==> src/rtl/core/number_announcement_queue_macros.svh <==
`ifndef NUMBER_ANNOUNCEMENT_QUEUE_MACROS_SVH
`define NUMBER_ANNOUNCEMENT_QUEUE_MACROS_SVH

// same-cycle implication, checked out of reset
`define NANQ_ASSERT_NOW(label, ante, cons, msg) \
    label: assert property (@(posedge clk) disable iff (!rst_n) (ante) |-> (cons)) \
        else $error(msg);

// next-cycle implication, checked out of reset
`define NANQ_ASSERT_NEXT(label, ante, cons, msg) \
    label: assert property (@(posedge clk) disable iff (!rst_n) (ante) |=> (cons)) \
        else $error(msg);

`endif

==> src/rtl/core/nanq_pkg.sv <==
`timescale 1ns / 1ps

package nanq_pkg;

    localparam int QUEUE_DEPTH = 8;
    localparam int PTR_W       = (QUEUE_DEPTH > 1) ? $clog2(QUEUE_DEPTH) : 1;

    localparam int CLIP_W   = 16;
    localparam int NUM_W    = 15;
    localparam int TICK_W   = 8;
    localparam int REQ_W    = 3;
    localparam int STAT_W   = 2;
    localparam int ADDR_W   = 3;
    localparam int DATA_W   = 32;
    localparam int THOU_W   = 5;
    localparam int REM_W    = 10;
    localparam int HUND_W   = 4;
    localparam int UNIT_W   = 7;

    typedef logic [PTR_W-1:0]  ptr_t;
    typedef logic [CLIP_W-1:0] clip_t;
    typedef logic [TICK_W-1:0] tick_t;

    typedef enum logic [REQ_W-1:0] {
        REQ_ANNOUNCE = 3'd0,
        REQ_ENQUEUE  = 3'd1,
        REQ_TICK     = 3'd2,
        REQ_PLAY     = 3'd3,
        REQ_CLEAR    = 3'd4
    } req_t;

    typedef enum logic [STAT_W-1:0] {
        STAT_EMPTY   = 2'd0,
        STAT_PLAYING = 2'd1,
        STAT_STARTED = 2'd2,
        STAT_DONE    = 2'd3
    } stat_t;

    localparam logic REG_IDX_BASE    = 1'b0;
    localparam logic REG_IDX_TIMEOUT = 1'b1;

    localparam clip_t CODE_ZERO      = 16'd200;
    localparam clip_t CODE_MINUS     = 16'd54;
    localparam clip_t CODE_THOUSANDS = 16'd310;
    localparam clip_t CODE_HUNDREDS  = 16'd300;
    localparam clip_t CODE_UNITS     = 16'd200;
    localparam tick_t TIMEOUT_RESET  = 8'd30;

    // reciprocal constants, exact over the magnitude range
    localparam logic [NUM_W-1:0] DIV1000_MUL   = 15'd16778;
    localparam int               DIV1000_SHIFT = 24;
    localparam logic [15:0]      DIV100_MUL    = 16'd41;
    localparam int               DIV100_SHIFT  = 12;
    localparam logic [NUM_W-1:0] THOUSAND      = 15'd1000;
    localparam logic [REM_W-1:0] HUNDRED       = 10'd100;

    localparam ptr_t PTR_LAST = PTR_W'(QUEUE_DEPTH - 1);

    typedef struct packed {
        clip_t announce_base;
        tick_t start_timeout_ticks;
    } cfg_t;

    function automatic ptr_t ptr_inc(input ptr_t p);
        ptr_inc = (p == PTR_LAST) ? '0 : ptr_t'(p + 1'b1);
    endfunction

endpackage

==> src/rtl/core/number_announcement_queue.sv <==
`timescale 1ns / 1ps
// requests are taken only in idle; ST_RESP loads the result once the output is free
// announce first passes the divide and push states, so one request is in flight at a time
// announce pushes at most one clip a cycle through the single ram write port
// result waits in an output register while the next request is taken
// reset (async, rst_n low) empties the ring, stops the countdown and loads register defaults

`include "number_announcement_queue_macros.svh"

module number_announcement_queue (
    input  logic                              clk,
    input  logic                              rst_n,
    input  logic                              psel,
    input  logic                              penable,
    input  logic                              pwrite,
    input  logic [nanq_pkg::ADDR_W-1:0]       paddr,
    input  logic [nanq_pkg::DATA_W-1:0]      pwdata,
    output logic [nanq_pkg::DATA_W-1:0]      prdata,
    output logic                              pready,
    input  logic                              in_valid,
    output logic                              in_ready,
    input  logic [nanq_pkg::REQ_W-1:0]        req_type,
    input  logic signed [nanq_pkg::NUM_W-1:0] number_value,
    input  logic [nanq_pkg::CLIP_W-1:0]       clip_code,
    input  logic                              busy_level,
    output logic                              out_valid,
    input  logic                              out_ready,
    output logic [nanq_pkg::STAT_W-1:0]       play_status,
    output logic                              start_clip,
    output logic [nanq_pkg::CLIP_W-1:0]       clip_out,
    output logic                              sound_active
);

    nanq_pkg::cfg_t  cfg_reg;
    logic            cfg_wr;
    logic            wr_en;
    nanq_pkg::ptr_t  wr_addr;
    nanq_pkg::clip_t wr_data;
    logic            rd_en;
    nanq_pkg::ptr_t  rd_addr;
    nanq_pkg::clip_t rd_data;

    assign pready = 1'b1;
    assign cfg_wr = psel && penable && pwrite && pready;

    always_ff @(posedge clk or negedge rst_n)
    begin
        if (!rst_n)
        begin
            cfg_reg.announce_base       <= '0;
            cfg_reg.start_timeout_ticks <= nanq_pkg::TIMEOUT_RESET;
        end
        else if (cfg_wr)
        begin
            case (paddr[2])
                nanq_pkg::REG_IDX_BASE:
                begin
                    cfg_reg.announce_base <= pwdata[nanq_pkg::CLIP_W-1:0];
                end
                nanq_pkg::REG_IDX_TIMEOUT:
                begin
                    cfg_reg.start_timeout_ticks <= pwdata[nanq_pkg::TICK_W-1:0];
                end
                default:
                begin
                    cfg_reg <= cfg_reg;
                end
            endcase
        end
    end

    always_comb
    begin
        case (paddr[2])
            nanq_pkg::REG_IDX_BASE:
            begin
                prdata = nanq_pkg::DATA_W'(cfg_reg.announce_base);
            end
            nanq_pkg::REG_IDX_TIMEOUT:
            begin
                prdata = nanq_pkg::DATA_W'(cfg_reg.start_timeout_ticks);
            end
            default:
            begin
                prdata = '0;
            end
        endcase
    end

    nanq_ctrl u_ctrl (
        .clk          (clk),
        .rst_n        (rst_n),
        .cfg          (cfg_reg),
        .in_valid     (in_valid),
        .in_ready     (in_ready),
        .req_type     (req_type),
        .number_value (number_value),
        .clip_code    (clip_code),
        .busy_level   (busy_level),
        .out_valid    (out_valid),
        .out_ready    (out_ready),
        .play_status  (play_status),
        .start_clip   (start_clip),
        .clip_out     (clip_out),
        .sound_active (sound_active),
        .wr_en        (wr_en),
        .wr_addr      (wr_addr),
        .wr_data      (wr_data),
        .rd_en        (rd_en),
        .rd_addr      (rd_addr),
        .rd_data      (rd_data)
    );

    nanq_ram #(
        .DEPTH (nanq_pkg::QUEUE_DEPTH),
        .WIDTH (nanq_pkg::CLIP_W)
    ) u_ram (
        .clk     (clk),
        .wr_en   (wr_en),
        .wr_addr (wr_addr),
        .wr_data (wr_data),
        .rd_en   (rd_en),
        .rd_addr (rd_addr),
        .rd_data (rd_data)
    );

    `NANQ_ASSERT_NOW(a_start_status, out_valid, start_clip == (play_status == nanq_pkg::STAT_STARTED), "start_clip and play_status disagree")
    `NANQ_ASSERT_NOW(a_clip_zero, out_valid && !start_clip, clip_out == '0, "clip_out not zero without start")
    `NANQ_ASSERT_NEXT(a_one_at_a_time, in_valid && in_ready, !in_ready, "request taken while one is in flight")

endmodule

==> src/rtl/core/nanq_ram.sv <==
`timescale 1ns / 1ps

module nanq_ram #(
    parameter int DEPTH = 8,
    parameter int WIDTH = 16
) (
    input  logic                                     clk,
    input  logic                                     wr_en,
    input  logic [((DEPTH > 1) ? $clog2(DEPTH) : 1)-1:0] wr_addr,
    input  logic [WIDTH-1:0]                         wr_data,
    input  logic                                     rd_en,
    input  logic [((DEPTH > 1) ? $clog2(DEPTH) : 1)-1:0] rd_addr,
    output logic [WIDTH-1:0]                         rd_data
);

    logic [WIDTH-1:0] mem [DEPTH];
    logic [WIDTH-1:0] rd_data_reg;

    always_ff @(posedge clk)
    begin
        if (wr_en)
        begin
            mem[wr_addr] <= wr_data;
        end
        if (rd_en)
        begin
            rd_data_reg <= mem[rd_addr];
        end
    end

    assign rd_data = rd_data_reg;

endmodule

==> src/rtl/core/nanq_ctrl.sv <==
`timescale 1ns / 1ps

module nanq_ctrl (
    input  logic                           clk,
    input  logic                           rst_n,
    input  nanq_pkg::cfg_t                 cfg,
    input  logic                           in_valid,
    output logic                           in_ready,
    input  logic [nanq_pkg::REQ_W-1:0]     req_type,
    input  logic signed [nanq_pkg::NUM_W-1:0] number_value,
    input  logic [nanq_pkg::CLIP_W-1:0]    clip_code,
    input  logic                           busy_level,
    output logic                           out_valid,
    input  logic                           out_ready,
    output logic [nanq_pkg::STAT_W-1:0]    play_status,
    output logic                           start_clip,
    output logic [nanq_pkg::CLIP_W-1:0]    clip_out,
    output logic                           sound_active,
    output logic                           wr_en,
    output nanq_pkg::ptr_t                 wr_addr,
    output nanq_pkg::clip_t                wr_data,
    output logic                           rd_en,
    output nanq_pkg::ptr_t                 rd_addr,
    input  nanq_pkg::clip_t                rd_data
);

    typedef enum logic [8:0] {
        ST_IDLE    = 9'b000000001,
        ST_DIV_K   = 9'b000000010,
        ST_DIV_H   = 9'b000000100,
        ST_DIV_U   = 9'b000001000,
        ST_P_MINUS = 9'b000010000,
        ST_P_THOU  = 9'b000100000,
        ST_P_HUND  = 9'b001000000,
        ST_P_UNIT  = 9'b010000000,
        ST_RESP    = 9'b100000000
    } state_t;

    state_t                 state_reg, state_next;
    nanq_pkg::ptr_t         rptr_reg, rptr_next;
    nanq_pkg::ptr_t         wptr_reg, wptr_next;
    nanq_pkg::tick_t        guard_reg, guard_next;
    logic                   busy_prev_reg, busy_prev_next;
    logic                   busy_cap_reg, busy_cap_next;
    nanq_pkg::stat_t        status_reg, status_next;
    logic                   start_reg, start_next;

    logic                   out_valid_reg, out_valid_next;
    nanq_pkg::stat_t        out_status_reg, out_status_next;
    logic                   out_start_reg, out_start_next;
    nanq_pkg::clip_t        out_clip_reg, out_clip_next;
    logic                   out_sound_reg, out_sound_next;

    logic [nanq_pkg::NUM_W-1:0]  mag_reg, mag_next;
    logic                        neg_reg, neg_next;
    logic                        zero_reg, zero_next;
    logic [nanq_pkg::THOU_W-1:0] thou_reg, thou_next;
    logic [nanq_pkg::REM_W-1:0]  rem_reg, rem_next;
    logic [nanq_pkg::HUND_W-1:0] hund_reg, hund_next;

    logic                        accept;
    logic                        out_free;
    nanq_pkg::req_t              req;
    logic [nanq_pkg::NUM_W-1:0]  num_raw;
    logic [2*nanq_pkg::NUM_W-1:0] prod_k;
    logic [nanq_pkg::NUM_W-1:0]  thou_scaled;
    logic [nanq_pkg::NUM_W-1:0]  rem_calc;
    logic [15:0]                 prod_h;
    logic [nanq_pkg::REM_W-1:0]  hund_scaled;
    logic [nanq_pkg::REM_W-1:0]  unit_calc;
    logic [nanq_pkg::UNIT_W-1:0] units;
    nanq_pkg::clip_t             base;

    assign accept   = in_valid && in_ready;
    assign in_ready = (state_reg == ST_IDLE);
    assign out_free = !out_valid_reg || out_ready;
    assign req      = nanq_pkg::req_t'(req_type);
    assign num_raw  = unsigned'(number_value);
    assign base     = cfg.announce_base;

    // digit split datapath
    assign prod_k      = {{nanq_pkg::NUM_W{1'b0}}, mag_reg}
                         * {{nanq_pkg::NUM_W{1'b0}}, nanq_pkg::DIV1000_MUL};
    assign thou_scaled = nanq_pkg::NUM_W'({10'd0, thou_reg} * nanq_pkg::THOUSAND);
    assign rem_calc    = mag_reg - thou_scaled;
    assign prod_h      = {6'd0, rem_reg} * nanq_pkg::DIV100_MUL;
    assign hund_scaled = nanq_pkg::REM_W'({6'd0, hund_reg} * nanq_pkg::HUNDRED);
    assign unit_calc   = rem_reg - hund_scaled;
    assign units       = unit_calc[nanq_pkg::UNIT_W-1:0];

    assign rd_addr = rptr_reg;
    assign wr_addr = wptr_reg;

    always_comb
    begin
        state_next      = state_reg;
        rptr_next       = rptr_reg;
        wptr_next       = wptr_reg;
        guard_next      = guard_reg;
        busy_prev_next  = busy_prev_reg;
        busy_cap_next   = busy_cap_reg;
        status_next     = status_reg;
        start_next      = start_reg;
        out_valid_next  = out_valid_reg && !out_ready;
        out_status_next = out_status_reg;
        out_start_next  = out_start_reg;
        out_clip_next   = out_clip_reg;
        out_sound_next  = out_sound_reg;
        mag_next        = mag_reg;
        neg_next        = neg_reg;
        zero_next       = zero_reg;
        thou_next       = thou_reg;
        rem_next        = rem_reg;
        hund_next       = hund_reg;
        wr_en           = 1'b0;
        wr_data         = clip_code;
        rd_en           = 1'b0;

        case (state_reg)
            ST_IDLE:
            begin
                if (accept)
                begin
                    busy_cap_next = busy_level;
                    status_next   = nanq_pkg::STAT_DONE;
                    start_next    = 1'b0;
                    state_next    = ST_RESP;
                    case (req)
                        nanq_pkg::REQ_ANNOUNCE:
                        begin
                            zero_next  = (num_raw == '0);
                            neg_next   = num_raw[nanq_pkg::NUM_W-1];
                            mag_next   = num_raw[nanq_pkg::NUM_W-1]
                                         ? nanq_pkg::NUM_W'(~num_raw + 1'b1) : num_raw;
                            state_next = ST_DIV_K;
                        end
                        nanq_pkg::REQ_ENQUEUE:
                        begin
                            wr_en = 1'b1;
                        end
                        nanq_pkg::REQ_TICK:
                        begin
                            if (guard_reg != '0)
                            begin
                                guard_next     = (busy_prev_reg && !busy_level)
                                                 ? '0 : nanq_pkg::tick_t'(guard_reg - 1'b1);
                                busy_prev_next = busy_level;
                            end
                        end
                        nanq_pkg::REQ_PLAY:
                        begin
                            if (guard_reg == '0 && busy_level)
                            begin
                                if (rptr_reg == wptr_reg)
                                begin
                                    status_next = nanq_pkg::STAT_EMPTY;
                                end
                                else
                                begin
                                    rd_en          = 1'b1;
                                    rptr_next      = nanq_pkg::ptr_inc(rptr_reg);
                                    guard_next     = cfg.start_timeout_ticks;
                                    busy_prev_next = busy_level;
                                    start_next     = 1'b1;
                                    status_next    = nanq_pkg::STAT_STARTED;
                                end
                            end
                            else
                            begin
                                status_next = nanq_pkg::STAT_PLAYING;
                            end
                        end
                        nanq_pkg::REQ_CLEAR:
                        begin
                            rptr_next = '0;
                        end
                        default:
                        begin
                            status_next = nanq_pkg::STAT_DONE;
                        end
                    endcase
                end
            end
            ST_DIV_K:
            begin
                thou_next  = prod_k[nanq_pkg::DIV1000_SHIFT +: nanq_pkg::THOU_W];
                state_next = ST_DIV_H;
            end
            ST_DIV_H:
            begin
                rem_next   = rem_calc[nanq_pkg::REM_W-1:0];
                state_next = ST_DIV_U;
            end
            ST_DIV_U:
            begin
                hund_next  = prod_h[nanq_pkg::DIV100_SHIFT +: nanq_pkg::HUND_W];
                state_next = ST_P_MINUS;
            end
            ST_P_MINUS:
            begin
                wr_en      = neg_reg;
                wr_data    = base + nanq_pkg::CODE_MINUS;
                state_next = ST_P_THOU;
            end
            ST_P_THOU:
            begin
                wr_en      = (thou_reg != '0);
                wr_data    = base + nanq_pkg::CODE_THOUSANDS + nanq_pkg::CLIP_W'(thou_reg);
                state_next = ST_P_HUND;
            end
            ST_P_HUND:
            begin
                wr_en      = (hund_reg != '0);
                wr_data    = base + nanq_pkg::CODE_HUNDREDS + nanq_pkg::CLIP_W'(hund_reg);
                state_next = ST_P_UNIT;
            end
            ST_P_UNIT:
            begin
                wr_en      = (units != '0) || zero_reg;
                wr_data    = base + nanq_pkg::CODE_UNITS + nanq_pkg::CLIP_W'(units);
                state_next = ST_RESP;
            end
            ST_RESP:
            begin
                if (out_free)
                begin
                    out_valid_next  = 1'b1;
                    out_status_next = status_reg;
                    out_start_next  = start_reg;
                    out_clip_next   = start_reg ? rd_data : '0;
                    out_sound_next  = !(guard_reg == '0 && busy_cap_reg);
                    state_next      = ST_IDLE;
                end
            end
            default:
            begin
                state_next = ST_IDLE;
            end
        endcase

        // clear wins over any pointer move
        if (accept && req == nanq_pkg::REQ_CLEAR)
        begin
            wptr_next = '0;
        end
        else if (wr_en)
        begin
            wptr_next = nanq_pkg::ptr_inc(wptr_reg);
        end
    end

    always_ff @(posedge clk or negedge rst_n)
    begin
        if (!rst_n)
        begin
            state_reg      <= ST_IDLE;
            rptr_reg       <= '0;
            wptr_reg       <= '0;
            guard_reg      <= '0;
            busy_prev_reg  <= 1'b0;
            out_valid_reg  <= 1'b0;
        end
        else
        begin
            state_reg      <= state_next;
            rptr_reg       <= rptr_next;
            wptr_reg       <= wptr_next;
            guard_reg      <= guard_next;
            busy_prev_reg  <= busy_prev_next;
            out_valid_reg  <= out_valid_next;
        end
    end

    always_ff @(posedge clk)
    begin
        busy_cap_reg   <= busy_cap_next;
        status_reg     <= status_next;
        start_reg      <= start_next;
        out_status_reg <= out_status_next;
        out_start_reg  <= out_start_next;
        out_clip_reg   <= out_clip_next;
        out_sound_reg  <= out_sound_next;
        mag_reg        <= mag_next;
        neg_reg        <= neg_next;
        zero_reg       <= zero_next;
        thou_reg       <= thou_next;
        rem_reg        <= rem_next;
        hund_reg       <= hund_next;
    end

    assign out_valid    = out_valid_reg;
    assign play_status  = out_status_reg;
    assign start_clip   = out_start_reg;
    assign clip_out     = out_clip_reg;
    assign sound_active = out_sound_reg;

endmodule
==> config.mk <==
export PLATFORM = sky130hd
export DESIGN_NAME = number_announcement_queue
export DESIGN_NICKNAME = d
export VERILOG_FILES = /design/src/rtl/core/nanq_pkg.sv /design/src/rtl/core/number_announcement_queue.sv /design/src/rtl/core/nanq_ram.sv /design/src/rtl/core/nanq_ctrl.sv
export VERILOG_INCLUDE_DIRS = /design/src /design/src/rtl/core
export SDC_FILE = /design/constraint.sdc
export NUM_CORES = 1
export LEC_CHECK = 0
export BUFFER_PORTS_ARGS = -buffer_cell sky130_fd_sc_hd__buf_2
export CORE_ASPECT_RATIO = 2
export CORE_MARGIN = 10
export CORE_UTILIZATION = 61
export DETAILED_ROUTE_END_ITERATION = 12
export GPL_ROUTABILITY_DRIVEN = 0
export PLACE_DENSITY_LB_ADDON = 0.2
export SETUP_SLACK_MARGIN = 0.4
export SYNTH_ARGS = -nofsm -noshare
export SYNTH_HDL_FRONTEND = slang
export SYNTH_SLANG_ARGS = --single-unit
==> constraint.sdc <==
create_clock -name clk -period 5.3 [get_ports clk]
set_clock_uncertainty 0.2 [all_clocks]
set_input_delay 1.59 -clock clk [delete_from_list [all_inputs] [get_ports clk]]
set_output_delay 1.59 -clock clk [all_outputs]
set_load 0.02 [all_outputs]
==> flow_summary_export.csv <==
group,metric,value,unit
synth,synth-seq-cells,253,
placed_design,dp_hpwl,31.98,mm
synth,synthTopCellsByCount,"204 x edfxtp_1, 201 x ha_1, 162 x inv_1, 66 x o21ai_0, 62 x nand2_1",
min_path,hold_class,"reg -> reg",
status,status,"finished, final reports clean",
global_routing,grt_overflow,0,
detailed_routing,drc_errors,0,
synth,synth_top_cell_area_share,37.39,%
floorplan,die_w,135.9,um
setup_path,cp-end-kind,"flip-flop",
detailed_routing,num_vias,11335,
global_routing,grt_pass1_wl,64.84,mm
power,p_comb_share,31.0,%
power,clock_power_share,28.6,%
layout,area_growth_syn_to_layout,11.31,%
detailed_routing,antenna_left,0,
detailed_routing,drt_pass1_iterations,5,
layout,nets,1793,
synth,yosys.cell_count.top_type,"edfxtp_1",
power,p_sw_share,32.03,%
global_routing,antenna_found_initial,0,
global_routing,grt-busiest-layer,"met2",
global_routing,gr-usage-met3,3.125,%
power,p_int,4.240,mW
sta,fin_crit_sh,91.22,%
detailed_routing,vias_per_cell,6.164,
global_routing,gr-usage-met2,47.43,%
sta,fmax,206.9,MHz
detailed_routing,wl_per_cell,22.51,um
run,max_cap_violations,0,
clocking,cts_buffers,23,
power,p_leak,7.765,nW
clocking,cts-root-buf,"clkbuf_16",
min_path,hold_start,"u_ctrl.status_reg[0]",
synth,postSynthCellCount,1365,
power,max-vdd-ir-drop,0.0002921,V
setup_path,crit_fanout,3,
placed_design,io_buffers,96,
layout,nFillCells,1888,
setup_path,critPathKind,"reg -> reg",
sta,finalHoldViolations,0,
floorplan,rows,84,
global_routing,grt_util_all_layers,24.53,%
detailed_routing,wl,41.40,mm
synth,synth_cell_types,83,
sta,maxSlewHeadroom,16.85,%
layout,postLayoutCoreUtil,69.13,%
layout,insertedDiodeCount,0,
sta,grt_setup_unrepaired,"true",
clocking,h-tree-depth,1,
setup_path,crit_required,5.38,ns
power,power_density,342.1,mW/mm^2
synth,synth_ff_type,"edfxtp_1",
clocking,cts_tree,"yes",
global_routing,grt_use_met1,21.76,%
sta,tightest_slew,1.234,ns
detailed_routing,drt_iter0_markers,637,
power,pwr-share-seq,40.4,%
setup_path,start_kind,"flip-flop",
clocking,path_clk_slew,0.06,ns
global_routing,grt_pass1_vias,12220,
sta,layout_min_cycle_time,4.834,ns
synth,yosys-top-cells-area,"edfxtp_1 37%, ha_1 15%, dfrtp_1 6.7%",
synth,yosysSeqAreaShare,44.91,%
synth,synth_area_leader_cell,"edfxtp_1",
sta,report.final.slew_viol_count,0,
synth,syn_avg_cell_area,12.00,um^2
power,netSwitchingPower,1.998,mW
synth,syn_area,0.01638,mm^2
global_routing,grt_max_degree,37,
floorplan,start_util,62.10,%
floorplan,coreArea,0.02638,mm^2
floorplan,die_area,0.03421,mm^2
floorplan,ios,132,
clocking,cts_sinks,253,
sta,final.setup.tns,0,ns
sta,setup_violations,0,
clocking,clk_latency,0.54,ns
synth,yosys_warnings,0,
layout,drive_above_1_share,19.00,%
floorplan,fp.dieH,251.8,um
layout,largest_reg_flops,128,
clocking,cts_max_path_buffers,3,
setup_path,cp.arrival,4.91,ns
synth,async_flop_share,19.37,%
synth,synth_edf_count,204,
setup_path,crit_start,"u_ctrl.mag_reg[7]",
setup_path,r2r-start,"u_ctrl.mag_reg[7]",
==> through the flow <==
stage                     setup slack [ns]  hold slack (ns)  std cells  cell area [um^2]  power [mW]
after global placement              0.4180           0.2017       1788             17320       4.397
after detailed placement            0.3630           0.2045       1788             17320       4.465
after floorplan                     0.6903           0.2003       1380             16440       3.935
after global routing                0.3478           0.2338       1839             18240       6.574
after CTS                           0.4029           0.2228       1832             18150       6.246
final                               0.4656           0.2246       1839             18240       6.238
==> worst paths after layout <==
| check | to | slack [ns] | cells after the start |
|---|---|---|---|
| max | u_ctrl.thou_reg[3] | 0.47 | 16 |
| min | u_ctrl.play_status[0] | 0.22 | 0 |
| max reg2reg | u_ctrl.thou_reg[3] | 0.47 | 16 |
| min reg2reg | u_ctrl.play_status[0] | 0.22 | 0 |
| max in group asynchronous | u_ctrl.state_reg[0] | 3.26 | 2 |
| min in group asynchronous | cfg_reg[23] | 0.82 | 1 |
==> repair_timing <==
item                       4_1_cts  5_1_grt
hold buffers                     0        0
setup buffers                    2        7
pin swaps                        3        2
setup endpoints to repair        1       19
resized for setup                2        7
==> kinds of logic after synthesis <==
| group | count (synthesis) | share of synthesized area, % |
|---|---|---|
| and+or+nand+nor | 274 | 9.065 |
| AOI/OAI and AO/OA | 237 | 9.638 |
| buffers and inverters | 220 | 5.552 |
| other | 2 | 0.04584 |
| DFF | 253 | 44.91 |
| xor gates and xnor gates | 61 | 3.261 |
| muxes | 80 | 7.652 |
| adders and majority gates | 238 | 19.87 |
==> power by group through the flow <==
| stage | logic [mW] | clock network (mW) | registers (mW) |
|---|---|---|---|
| after floorplan | 1.48 | 0 | 2.46 |
| after global placement | 1.85 | 0 | 2.54 |
| after detailed placement | 1.91 | 0 | 2.55 |
| after CTS | 1.93 | 1.80 | 2.51 |
| after global routing | 2.16 | 1.88 | 2.54 |
| final | 1.94 | 1.78 | 2.52 |
==> layout by cell type (no fill, tap or decap), types with 5 or more instances in the layout <==
cell type,Yosys,layout
a211o_1,10,10
a211oi_1,14,14
a21o_1,14,14
a21oi_1,41,39
a221oi_1,6,5
a22oi_1,9,9
a31oi_1,8,8
and2_1,21,21
buf_2,9,96
buf_4,17,34
clkbuf_16,0,23
conb_1,2,17
dfrtp_1,44,43
dfstp_2,5,5
edfxtp_1,204,204
fa_1,37,37
ha_1,201,200
inv_1,162,161
mux2_2,42,42
mux2i_1,6,6
mux4_2,32,32
nand2_1,62,62
nand2b_1,11,11
nand3_1,25,24
nand4_1,6,6
nand4b_1,7,7
nor2_1,53,53
nor2b_1,18,17
nor3_1,19,18
nor4_1,8,7
nor4b_2,2,5
o211ai_1,7,7
o21a_1,8,8
o21ai_0,66,64
o21bai_1,6,6
o22ai_1,9,8
o31ai_1,6,6
or3_1,6,6
xnor2_1,46,46
xor2_1,15,15
==> final cells by class <==
| class | count | area [um^2] | area share, % |
|---|---|---|---|
| Inverter | 163 | 611.8 | 3.355 |
| Clock buffer | 30 | 631.9 | 3.465 |
| Sequential cell | 253 | 7360 | 40.36 |
| Clock inverter | 12 | 175.2 | 0.9606 |
| Multi-Input combinational cell | 907 | 8292 | 45.47 |
| Timing Repair Buffer | 130 | 735.7 | 4.034 |
| Tap cell | 344 | 430.4 | 2.360 |
==> routing by layer <==
metal,share of wire (%),vias to the layer above
li1,-,5192
met1,31,5607
met2,57,378
met3,4.1,158
met4,8.5,0
met5,0,-
==> worst max-delay path, cell delays in order (launching register included) <==
cell,delay [ns]
edfxtp_1,0.49
ha_1,0.35
ha_1,0.30
ha_1,0.27
inv_1,0.06
fa_1,0.55
fa_1,0.44
fa_1,0.51
inv_1,0.04
ha_1,0.29
nand2_1,0.09
a31oi_1,0.05
o21ai_1,0.13
buf_4,0.15
nand3_2,0.10
or4_1,0.43
o311a_1,0.14
(Power assumes the default switching activity.)
